**src/x87rs_pkg.sv**
```systemverilog
// x87rs_pkg: widths, codes and the push-tag classifier for the x87 register stack
// no dependencies; used by the interfaces, the core, the register file and the checker
`default_nettype none

package x87rs_pkg;

  localparam int unsigned NumSlots = 8;
  localparam int unsigned SlotW    = $clog2(NumSlots);
  localparam int unsigned SigW     = 64;
  localparam int unsigned SeW      = 16;
  localparam int unsigned ExpW     = 15;
  localparam int unsigned TagW     = 2 * NumSlots;

  localparam logic [ExpW-1:0] ExpAllOnes = 15'h7fff;
  localparam logic [TagW-1:0] TagsAllEmpty = 16'hffff;

  typedef enum logic [1:0] {
    ActPush = 2'd0,
    ActPeek = 2'd1,
    ActPop  = 2'd2
  } action_e;

  typedef enum logic [1:0] {
    StOk    = 2'd0,
    StFull  = 2'd1,
    StEmpty = 2'd2
  } status_e;

  typedef enum logic [1:0] {
    TagValid   = 2'd0,
    TagZero    = 2'd1,
    TagSpecial = 2'd2,
    TagEmpty   = 2'd3
  } tag_e;

  // register file access for one transaction
  typedef struct packed {
    logic             wr_en;
    logic [SlotW-1:0] wr_slot;
    logic [SigW-1:0]  wr_sig;
    logic [SeW-1:0]   wr_se;
    logic             rd_en;
    logic [SlotW-1:0] rd_slot;
  } rf_req_t;

  function automatic tag_e classify(input logic [SigW-1:0] sig, input logic [SeW-1:0] se);
    logic [ExpW-1:0] e;
    tag_e            t;
    e = se[ExpW-1:0];
    if (e == '0 && sig == '0) begin
      t = TagZero;
    end else if (e == '0 || e == ExpAllOnes || !sig[SigW-1]) begin
      t = TagSpecial;
    end else begin
      t = TagValid;
    end
    return t;
  endfunction

  function automatic tag_e tag_of(input logic [TagW-1:0] tags, input logic [SlotW-1:0] slot);
    return tag_e'(tags[{slot, 1'b0} +: 2]);
  endfunction

endpackage

`default_nettype wire

```
**src/x87rs_if.sv**
```systemverilog
// x87rs_in_if / x87rs_out_if: valid/ready channels for operations and results
// depends on x87rs_pkg for field widths
`default_nettype none

interface x87rs_in_if;
  logic                          valid;
  logic                          ready;
  logic [1:0]                    action;
  logic [x87rs_pkg::SigW-1:0]    significand;
  logic [x87rs_pkg::SeW-1:0]     sign_exponent;
  logic [x87rs_pkg::SlotW-1:0]   peek_offset;

  modport source (output valid, action, significand, sign_exponent, peek_offset,
                  input ready);
  modport sink   (input valid, action, significand, sign_exponent, peek_offset,
                  output ready);
endinterface

interface x87rs_out_if;
  logic                          valid;
  logic                          ready;
  logic [1:0]                    status;
  logic [x87rs_pkg::SigW-1:0]    read_significand;
  logic [x87rs_pkg::SeW-1:0]     read_sign_exponent;
  logic [x87rs_pkg::SlotW-1:0]   top_of_stack;
  logic [x87rs_pkg::TagW-1:0]    tag_bits;

  modport source (output valid, status, read_significand, read_sign_exponent,
                  top_of_stack, tag_bits, input ready);
  modport sink   (input valid, status, read_significand, read_sign_exponent,
                  top_of_stack, tag_bits, output ready);
endinterface

`default_nettype wire

```
**src/x87_register_stack_with_tags_core.sv**
```systemverilog
// x87_register_stack_with_tags_core: x87 register stack with top pointer and tag word
// depends on x87rs_pkg, x87rs_if.sv and x87rs_regfile
//
//  channel | dir | handshake     | payload
//  --------+-----+---------------+-----------------------------------------------------
//  in_i    | in  | valid / ready | action, significand, sign_exponent, peek_offset
//  out_o   | out | valid / ready | status, read_significand, read_sign_exponent,
//          |     |               | top_of_stack, tag_bits
//
// each transaction yields its result in the cycle after acceptance, from the registered
// read port of the register file; a new operation is taken in every cycle the result
// register is empty or being drained, so one operation per cycle is sustained
// reset clears the top pointer and the result register and marks all tags empty; the
// register file itself is never cleared, empty tags guard every read
// a stalled result holds, and the input stalls with it
`default_nettype none

module x87_register_stack_with_tags_core (
  input  wire logic  clk_i,
  input  wire logic  rst_ni,
  x87rs_in_if.sink   in_i,
  x87rs_out_if.source out_o
);

  // architectural state, held in flops since the tag word is visible every cycle
  logic [x87rs_pkg::SlotW-1:0] top_q, top_d;
  logic [x87rs_pkg::TagW-1:0]  tags_q, tags_d;

  // result register; top and tags are shown straight from the state, which only
  // moves when the result register is loaded
  logic                out_vld_q, out_vld_d;
  x87rs_pkg::status_e  status_q, status_d;
  logic                rd_ok_q, rd_ok_d;

  logic                        accept;
  logic [x87rs_pkg::SlotW-1:0] slot;
  x87rs_pkg::tag_e             slot_tag;
  x87rs_pkg::rf_req_t          rf_req;
  logic [x87rs_pkg::SigW-1:0]  rd_sig;
  logic [x87rs_pkg::SeW-1:0]   rd_se;

  assign in_i.ready = !out_vld_q || out_o.ready;
  assign accept     = in_i.valid && in_i.ready;

  // slot addressed by the operation
  always_comb begin
    case (x87rs_pkg::action_e'(in_i.action))
      x87rs_pkg::ActPush: slot = top_q - x87rs_pkg::SlotW'(1);
      x87rs_pkg::ActPeek: slot = top_q + in_i.peek_offset;
      default:            slot = top_q;
    endcase
  end

  assign slot_tag = x87rs_pkg::tag_of(tags_q, slot);

  // operation decode: state update, register file access and status
  always_comb begin
    top_d     = top_q;
    tags_d    = tags_q;
    status_d  = x87rs_pkg::StOk;
    rd_ok_d   = 1'b0;
    rf_req    = '0;
    rf_req.wr_slot = slot;
    rf_req.rd_slot = slot;
    rf_req.wr_sig  = in_i.significand;
    rf_req.wr_se   = in_i.sign_exponent;
    case (x87rs_pkg::action_e'(in_i.action))
      x87rs_pkg::ActPush: begin
        if (slot_tag != x87rs_pkg::TagEmpty) begin
          status_d = x87rs_pkg::StFull;
        end else begin
          rf_req.wr_en = accept;
          tags_d[{slot, 1'b0} +: 2] = x87rs_pkg::classify(in_i.significand, in_i.sign_exponent);
          top_d = slot;
        end
      end
      x87rs_pkg::ActPeek, x87rs_pkg::ActPop: begin
        if (slot_tag == x87rs_pkg::TagEmpty) begin
          status_d = x87rs_pkg::StEmpty;
        end else begin
          rd_ok_d      = 1'b1;
          rf_req.rd_en = accept;
          if (x87rs_pkg::action_e'(in_i.action) == x87rs_pkg::ActPop) begin
            tags_d[{slot, 1'b0} +: 2] = x87rs_pkg::TagEmpty;
            top_d = slot + x87rs_pkg::SlotW'(1);
          end
        end
      end
      default: begin
        // unused code: no change, status ok
      end
    endcase
  end

  // result register valid
  always_comb begin
    out_vld_d = out_vld_q;
    if (accept) begin
      out_vld_d = 1'b1;
    end else if (out_o.ready) begin
      out_vld_d = 1'b0;
    end
  end

  always_ff @(posedge clk_i or negedge rst_ni) begin
    if (!rst_ni) begin
      top_q     <= '0;
      tags_q    <= x87rs_pkg::TagsAllEmpty;
      out_vld_q <= 1'b0;
      status_q  <= x87rs_pkg::StOk;
      rd_ok_q   <= 1'b0;
    end else begin
      out_vld_q <= out_vld_d;
      if (accept) begin
        top_q    <= top_d;
        tags_q   <= tags_d;
        status_q <= status_d;
        rd_ok_q  <= rd_ok_d;
      end
    end
  end

  x87rs_regfile u_regfile (
    .clk_i    (clk_i),
    .req_i    (rf_req),
    .rd_sig_o (rd_sig),
    .rd_se_o  (rd_se)
  );

  // read fields are zero unless a peek or pop succeeded
  assign out_o.valid              = out_vld_q;
  assign out_o.status             = status_q;
  assign out_o.read_significand   = rd_ok_q ? rd_sig : '0;
  assign out_o.read_sign_exponent = rd_ok_q ? rd_se : '0;
  assign out_o.top_of_stack       = top_q;
  assign out_o.tag_bits           = tags_q;

endmodule

`default_nettype wire

```
**src/x87rs_regfile.sv**
```systemverilog
// x87rs_regfile: eight 80-bit stack registers, one write and one registered read per cycle
// depends on x87rs_pkg for widths and the request struct
`default_nettype none

module x87rs_regfile (
  input  wire logic                       clk_i,
  input  wire x87rs_pkg::rf_req_t         req_i,
  output logic [x87rs_pkg::SigW-1:0]      rd_sig_o,
  output logic [x87rs_pkg::SeW-1:0]       rd_se_o
);

  logic [x87rs_pkg::SigW+x87rs_pkg::SeW-1:0] mem_q [x87rs_pkg::NumSlots];
  logic [x87rs_pkg::SigW+x87rs_pkg::SeW-1:0] rd_q;

  // contents undefined until pushed; only tagged slots are ever read
  always_ff @(posedge clk_i) begin
    if (req_i.wr_en) begin
      mem_q[req_i.wr_slot] <= {req_i.wr_se, req_i.wr_sig};
    end
  end

  always_ff @(posedge clk_i) begin
    if (req_i.rd_en) begin
      rd_q <= mem_q[req_i.rd_slot];
    end
  end

  assign rd_sig_o = rd_q[x87rs_pkg::SigW-1:0];
  assign rd_se_o  = rd_q[x87rs_pkg::SigW +: x87rs_pkg::SeW];

endmodule

`default_nettype wire

```
**src/flat_wrapper.sv**
```systemverilog
// flat-port wrapper written by rule: the top's interface ports become plain ports
module x87_register_stack_with_tags_core_flat 
  (clk_i, rst_ni, in_i_valid, in_i_action, in_i_significand, in_i_sign_exponent, in_i_peek_offset, in_i_ready, out_o_valid, out_o_status, out_o_read_significand, out_o_read_sign_exponent, out_o_top_of_stack, out_o_tag_bits, out_o_ready);
  x87rs_in_if in_i_i ();
  x87rs_out_if out_o_i ();
  input  wire logic clk_i;
  input  wire logic rst_ni;
  input wire logic [$bits(in_i_i.valid)-1:0] in_i_valid;
  input wire logic [$bits(in_i_i.action)-1:0] in_i_action;
  input wire logic [$bits(in_i_i.significand)-1:0] in_i_significand;
  input wire logic [$bits(in_i_i.sign_exponent)-1:0] in_i_sign_exponent;
  input wire logic [$bits(in_i_i.peek_offset)-1:0] in_i_peek_offset;
  output wire logic [$bits(in_i_i.ready)-1:0] in_i_ready;
  output wire logic [$bits(out_o_i.valid)-1:0] out_o_valid;
  output wire logic [$bits(out_o_i.status)-1:0] out_o_status;
  output wire logic [$bits(out_o_i.read_significand)-1:0] out_o_read_significand;
  output wire logic [$bits(out_o_i.read_sign_exponent)-1:0] out_o_read_sign_exponent;
  output wire logic [$bits(out_o_i.top_of_stack)-1:0] out_o_top_of_stack;
  output wire logic [$bits(out_o_i.tag_bits)-1:0] out_o_tag_bits;
  input wire logic [$bits(out_o_i.ready)-1:0] out_o_ready;
  assign in_i_i.valid = in_i_valid;
  assign in_i_i.action = in_i_action;
  assign in_i_i.significand = in_i_significand;
  assign in_i_i.sign_exponent = in_i_sign_exponent;
  assign in_i_i.peek_offset = in_i_peek_offset;
  assign in_i_ready = in_i_i.ready;
  assign out_o_valid = out_o_i.valid;
  assign out_o_status = out_o_i.status;
  assign out_o_read_significand = out_o_i.read_significand;
  assign out_o_read_sign_exponent = out_o_i.read_sign_exponent;
  assign out_o_top_of_stack = out_o_i.top_of_stack;
  assign out_o_tag_bits = out_o_i.tag_bits;
  assign out_o_i.ready = out_o_ready;
  x87_register_stack_with_tags_core u_core (.clk_i(clk_i), .rst_ni(rst_ni), .in_i(in_i_i), .out_o(out_o_i));
endmodule
```
**config.mk**
```make
export PLATFORM = sky130hd
export DESIGN_NAME = x87_register_stack_with_tags_core_flat
export DESIGN_NICKNAME = d
export VERILOG_FILES = /design/src/x87rs_pkg.sv /design/src/x87rs_if.sv /design/src/x87_register_stack_with_tags_core.sv /design/src/x87rs_regfile.sv /design/src/flat_wrapper.sv
export SDC_FILE = /design/constraint.sdc
export NUM_CORES = 1
export LEC_CHECK = 0
export ABC_AREA = 1
export ABC_CLOCK_PERIOD_IN_PS = 8100
export BUFFER_PORTS_ARGS = -buffer_cell sky130_fd_sc_hd__buf_2
export CAP_MARGIN = 10
export CORE_UTILIZATION = 60
export DETAILED_ROUTE_END_ITERATION = 6
export PLACE_DENSITY = 0.79
export REMOVE_ABC_BUFFERS = 1
export SYNTH_ARGS = -nofsm -noshare
export SYNTH_HDL_FRONTEND = slang
export SYNTH_SLANG_ARGS = --single-unit
```
**constraint.sdc**
```tcl
create_clock -name clk_i -period 8.1 [get_ports clk_i]
set_input_delay 0.81 -clock clk_i [delete_from_list [all_inputs] [get_ports clk_i]]
set_output_delay 0.81 -clock clk_i [all_outputs]
set_load 0.02 [all_outputs]
```
Word-level counts from Yosys, hierarchy flattened

Memory sizes are Yosys's and may differ from the RTL's. A register that Yosys moved wholly into a read port is not among the register bits.
Index checks and enable logic that the tools add are counted.

Register bits: 23
Memory bits (writable): 640
Output and inout port bits: 103
Memories: 1

$add $sub $neg: 4
Equality and inequality tests: 8
Shift operators: 4
Muxes and demuxes: 30
Reductions and logical operators: 14

Memory list:

| memory                 | depth | bits a word | rd ports | clocked after Yosys merged registers in | wr ports | RTL line            | text |
|---|---|---|---|---|---|---|---|
| u_core.u_regfile.mem_q | 8     | 80          | 1        | 1                                       | 1        | x87rs_regfile.sv:12 | `logic [x87rs_pkg::SigW+x87rs_pkg::SeW-1:0] mem_q [x87rs_pkg::NumSlots];` |

Operator list:

| operator                                                   | count |
|---|---|
| zero test 64 bit                                           | 1 |
| 2-to-1 mux 16 bit                                          | 4 |
| 2-to-1 mux 64 bit                                          | 1 |
| bitwise mux 16 bit                                         | 2 |
| one-hot mux 16 bit (2 select lines)                        | 1 |
| variable shift 2 x 6 -> 16 bit, first input constant       | 1 |
| variable part select 16 x 5 -> 2 bit                       | 1 |
| variable part select 2 x 6 -> 16 bit                       | 1 |
| variable part select 2 x 6 -> 16 bit, first input constant | 1 |
| == test 15 bit, second input constant                      | 1 |
| zero test 15 bit                                           | 1 |
| one-hot mux 3 bit (2 select lines)                         | 2 |
| 2-to-1 mux 1 bit                                           | 11 |
| 2-to-1 mux 2 bit                                           | 5 |
| 2-to-1 mux 3 bit                                           | 3 |
| inequality test 2 bit, second input constant               | 3 |
| negation 4 -> 6 bit                                        | 1 |
| AND reduction 5 bit                                        | 1 |
| == test 2 bit, second input constant                       | 2 |
| one-hot mux 2 bit (2 select lines)                         | 1 |
| nonzero test 2 bit                                         | 2 |
| adder 3 x 1 -> 3 bit, second input constant                | 1 |
| adder 3 bit                                                | 1 |
| logical OR 1 bit                                           | 3 |
| other kinds (7)                                            | 9 |

Longest topological paths before layout

Depth after elaboration: 11
Gate-level depth with buffers: 21
Depth with buffers taken out: 20

Modules after synthesis

A second synthesis with hierarchy kept.

Cells, all modules: 3332
Area, all modules: 32899.1 um2

Modules (own cells, without submodules):

| module                            | times used | cells an instance | area an instance (um2) | seq. area each (um2) |
|---|---|---|---|---|
| x87rs_regfile                     | 1          | 2863              | 30312.8                | 21620.7 |
| x87_register_stack_with_tags_core | 1          | 469               | 2586.2                 | 595.6 |

Worst setup path after synthesis

Ideal clock, no wire load.

Path kind: in2reg
Start: input in_i_action[1]
End: memory u_core.u_regfile.mem_q[1][0] (netlist name), enable pin
Setup time: 519 ps
Arrival time: 6400 ps
Required time: 7581 ps
Path slack: 1181 ps
Stages on the path: 15
Buffers on the path: 2
Cells stage by stage: inv_1 ha_1 inv_1 or2_2 ha_1 fa_1 nand3_1 nand2_1 nand2_1 nand2_1 nor2_1 buf_2 buf_2 nand2_1 nor2_1

Cells in the longest elaborated chain, start to end: 8

Ends and longest elaborated chain:

| element                                                   | RTL line                                                                         | text |
|---|---|---|
| start, declared                                           | flat_wrapper.sv:9                                                                | `input wire logic [$bits(in_i_i.action)-1:0] in_i_action;` |
| == test 2 x 1 -> 1 bit or zero test 2 bit (tied branches) | x87_register_stack_with_tags_core.sv:47, x87_register_stack_with_tags_core.sv:67 |  |
| one-hot mux 3 bit (2 select lines)                        | x87_register_stack_with_tags_core.sv:47                                          | `case (x87rs_pkg::action_e'(in_i.action))` |
| variable part select 16 x 5 -> 2 bit                      | x87rs_pkg.sv:61                                                                  | `return tag_e'(tags[{slot, 1'b0} +: 2]);` |
| inequality test 2 bit                                     | x87_register_stack_with_tags_core.sv:69                                          | `if (slot_tag != x87rs_pkg::TagEmpty) begin` |
| 2-to-1 mux 1 bit                                          | x87_register_stack_with_tags_core.sv:69                                          |  |
| 2-to-1 mux 1 bit                                          | x87_register_stack_with_tags_core.sv:67                                          | `case (x87rs_pkg::action_e'(in_i.action))` |
| 2-to-1 mux 1 bit                                          | x87rs_regfile.sv:17                                                              | `if (req_i.wr_en) begin` |
| 2-to-1 mux 1 bit (implied by the code)                    | x87rs_regfile.sv:18                                                              | `mem_q[req_i.wr_slot] <= {req_i.wr_se, req_i.wr_sig};` |
| end, declared                                             | x87rs_regfile.sv:12                                                              |  |

Parallel ways exist; a longest one is shown, timed or not.

Worst setup path in the final report

Start: input in_i_action[1]
End: memory u_core.u_regfile.mem_q[0][55] (netlist name), enable pin

The elaborated chain is that of the path after synthesis.

==> summary.txt <==
Status
  – Run status: complete, no violations

Floorplanning
  – FP Rows: 80
  – I/O pins: 192
  – Floorplan Core Area: 48,000 um^2
  – Die W: 223 um
  – Die ar.: 49,900 um^2
  – Die Y-Extent: 223 um
  – Initial Util: 61.1%

CTS
  – Clock root buffer: clkbuf_16
  – Post-CTS Setup Inserts: 0
  – Clock sinks: 743
  – Hold buffers post-CTS: 0
  – Depth of the CTS H-tree: 3
  – Later-pin clock latency in the skew report: 630 ps
  – CTS tree: done
  – Num CTS Buffers: 73
  – PostCTS Resize Cnt: 0
  – Maximum buffer depth of the clock tree: 3
  – Clock Pin Slew Worst Setup and Hold Paths: 60 ps

Route
  – Vias: 19,500
  – Final wirelength: 72,600 um
  – DR WL/cell: 23.7 um
  – Vias/cell: 6.38
  – 1st-iter DRT viols: 2,512
  – Residual DRC: 0
  – Iteration count of the initial detailed-routing pass: 6
  – Post-DRT Antenna Nets: 0

Critical path
  – CP Class: in2reg
  – Worst EP required: 8340 ps
  – Crit path launch type: input pin
  – CP max FO: 36
  – Setup crit end kind: flip-flop
  – WP data arrival: 5610 ps

Synth
  – Asr flop ratio synth: 3.10%
  – Mapped Area: 29,400 um^2
  – Syn_area_per_cell: 13.2 um^2
  – Yosys warning count: 0
  – Main synth FF type: edfxtp_1
  – Number of synthesized flops with an enable pin: 720
  – #FFs+latches synth: 743
  – Post-synthesis cell type count: 37
  – Syn Inst Count: 2,224
  – Sequential fraction of the synthesis area: 75.6%

Run
  – MaxCap Viol Count: 0

Power and ir drop
  – Peak VDD IR: 0.279 mV
  – Power Dens Cells: 350 nW/um^2
  – Standby leakage power: 12.4 nW

Global routing
  – Tot GR Track Use: 29.0%
  – Initial antenna violation count: 12
  – Largest net degree at the start of global routing: 99
  – GRT overflow: 0
  – Wire length of the first global-routing pass: 109,000 um
  – Vias in the first global route: 19,000

STA
  – Max Clk Rate: 0.186 GHz
  – Fin. max-slew vios: 0
  – Unrepaired setup endpoints after global routing: no
  – Minimum hold slack: 161 ps
  – Setup Skew: 31.3 ps
  – Final worst-path cycle share: 66.3%
  – Final setup fails: 0
  – Final setup TNS: 0 ps
  – Max_slew headroom: 24.1%
  – Final min period: 5370 ps
  – Worst slew pin tran: 1140 ps
  – Final hold vios: 0

Placement
  – Placer Congestion: 0.897
  – Post-DP HPWL: 38,300 um
  – Placed Cells: 2,929
  – Port buffer count: 191

Cells and area
  – Fin nets: 2,490
  – Final cell count without fillers: 3,065
  – P&R area growth vs syn: 13.4%
  – Layout cells sized above 1: 15.1%
  – Layout fillers: 3,094

Hold path
  – Hold Crit Class: in2async
[metrics by stage]
stage	total power, mW	instance area [um^2]	setup WS [ps]	util [%]
floorplan	7.01	28800	-4030	-
global placement	8.13	30900	2330	64.3
detailed placement	8.23	30900	2220	64.3
CTS	11.7	33300	2770	69.3
global route	12.1	33300	2450	69.4
finish	11.7	33300	2730	69.4
[synth_stat cells, types with 16 or more instances]
master	n	area, um^2
nand3_1	489	2450
inv_1	132	495
a21oi_1	19	95.1
or2_1	23	144
nand2_1	396	1490
nand4_1	89	557
edfxtp_1	720	21600
a211o_1	19	166
clkbuf_1	69	259
buf_2	48	240
dfstp_2	16	420
nor2_1	63	236
o21ai_0	31	155
a221oi_1	21	184
[critical path, cell delays in order]
cell and delay [ps]:
buf_2 120, inv_1 70, ha_1 240, inv_1 110, or2_2 290, ha_1 200
fa_1 560, o21ai_2 280, nand3_1 190, nand3_1 90, nand2_1 110, nand3_1 120
inv_1 150, nand3_1 640, nor2_4 950, buf_4 630
[final cells by class]
cell class / instances / area [um^2] / share of cell area [%]
Antenna cell: 5 / 12.5 / 0.0375
Clock buffer: 85 / 1910 / 5.74
Clock inverter: 46 / 507 / 1.52
Inverter: 135 / 517 / 1.55
Multi-Input combinational cell: 1215 / 6160 / 18.5
Sequential cell: 743 / 22200 / 66.7
Tap cell: 615 / 769 / 2.31
Timing Repair Buffer: 221 / 1230 / 3.69
[registers in the layout (all words and copies together), names as in the netlist]
| register | flops |
|---|---|
| u_core.out_o.status | 2 |
| u_core.out_o.tag_bits | 16 |
| u_core.u_regfile.rd_q | 80 |
| u_core.rd_ok_q | 1 |
| u_core.u_regfile.mem_q | 640 |
| u_core.out_o.valid | 1 |
| u_core.out_o.top_of_stack | 3 |
[power breakdown]
| part | internal, mW | total, mW | switching [mW] | leakage, nW |
|---|---|---|---|---|
| clock | 2.02 | 3.43 | 1.41 | 1.18 |
| sequential | 4.62 | 4.73 | 0.114 | 6.74 |
| combinational | 0.970 | 3.51 | 2.54 | 4.48 |
| total | 7.61 | 11.7 | 4.06 | 12.4 |
[layer usage]
metal	track usage, %	wire length (um)	vias up
li1	-	-	8454
met1	38.9	27400	9603
met2	47.6	35600	1298
met3	5.64	7590	175
met4	11.0	1940	12
met5	0	80	-
[kinds of logic after synthesis]
group,count (synthesis),synth area share [%]
flip-flops,743,75.6
buffers and inverters,266,3.74
AO/OA/AOI/OAI,107,2.64
XOR/XNOR,2,0.0596
AND/OR/NAND/NOR,1094,17.4
adder cells (fa/ha/maj),12,0.537
[cells in the final DEF (no fill, tap or decap), types with 12 or more instances in the layout]
| cell | n |
|---|---|
| clkinv_1 | 17 |
| a221oi_1 | 21 |
| nand4_1 | 89 |
| clkbuf_16 | 75 |
| o2111a_1 | 12 |
| buf_4 | 26 |
| a211o_1 | 19 |
| or3_1 | 15 |
| buf_2 | 191 |
| a21oi_1 | 19 |
| or2_1 | 23 |
| o21ai_0 | 31 |
| nand3_1 | 489 |
| nand2_1 | 396 |
| nor2_4 | 13 |
| nor2_1 | 53 |
| edfxtp_1 | 720 |
| clkinv_2 | 14 |
| dfstp_2 | 16 |
| inv_1 | 132 |
[final timing paths]
| kind | from | endpoint | slack, ps | cells after the start |
|---|---|---|---|---|
| max reg2reg | u_core.out_o.top_of_stack[0]$_DFFE_PN0P_ | u_core.u_regfile.mem_q[0][55]$_DFFE_PP_ | 3310 | 11 |
| max | in_i_action[1] | u_core.u_regfile.mem_q[0][55]$_DFFE_PP_ | 2730 | 16 |
| min | rst_ni | u_core.out_o.top_of_stack[0]$_DFFE_PN0P_ | 160 | 1 |
| max in group asynchronous | rst_ni | u_core.rd_ok_q$_DFFE_PN0P_ | 7560 | 1 |
| min in group clk_i | in_i_significand[0] | u_core.u_regfile.mem_q[6][0]$_DFFE_PP_ | 470 | 1 |
| min reg2reg | u_core.out_o.tag_bits[2]$_DFFE_PN1P_ | u_core.out_o.tag_bits[2]$_DFFE_PN1P_ | 480 | 2 |
Power figures use the tool's default switching activity.
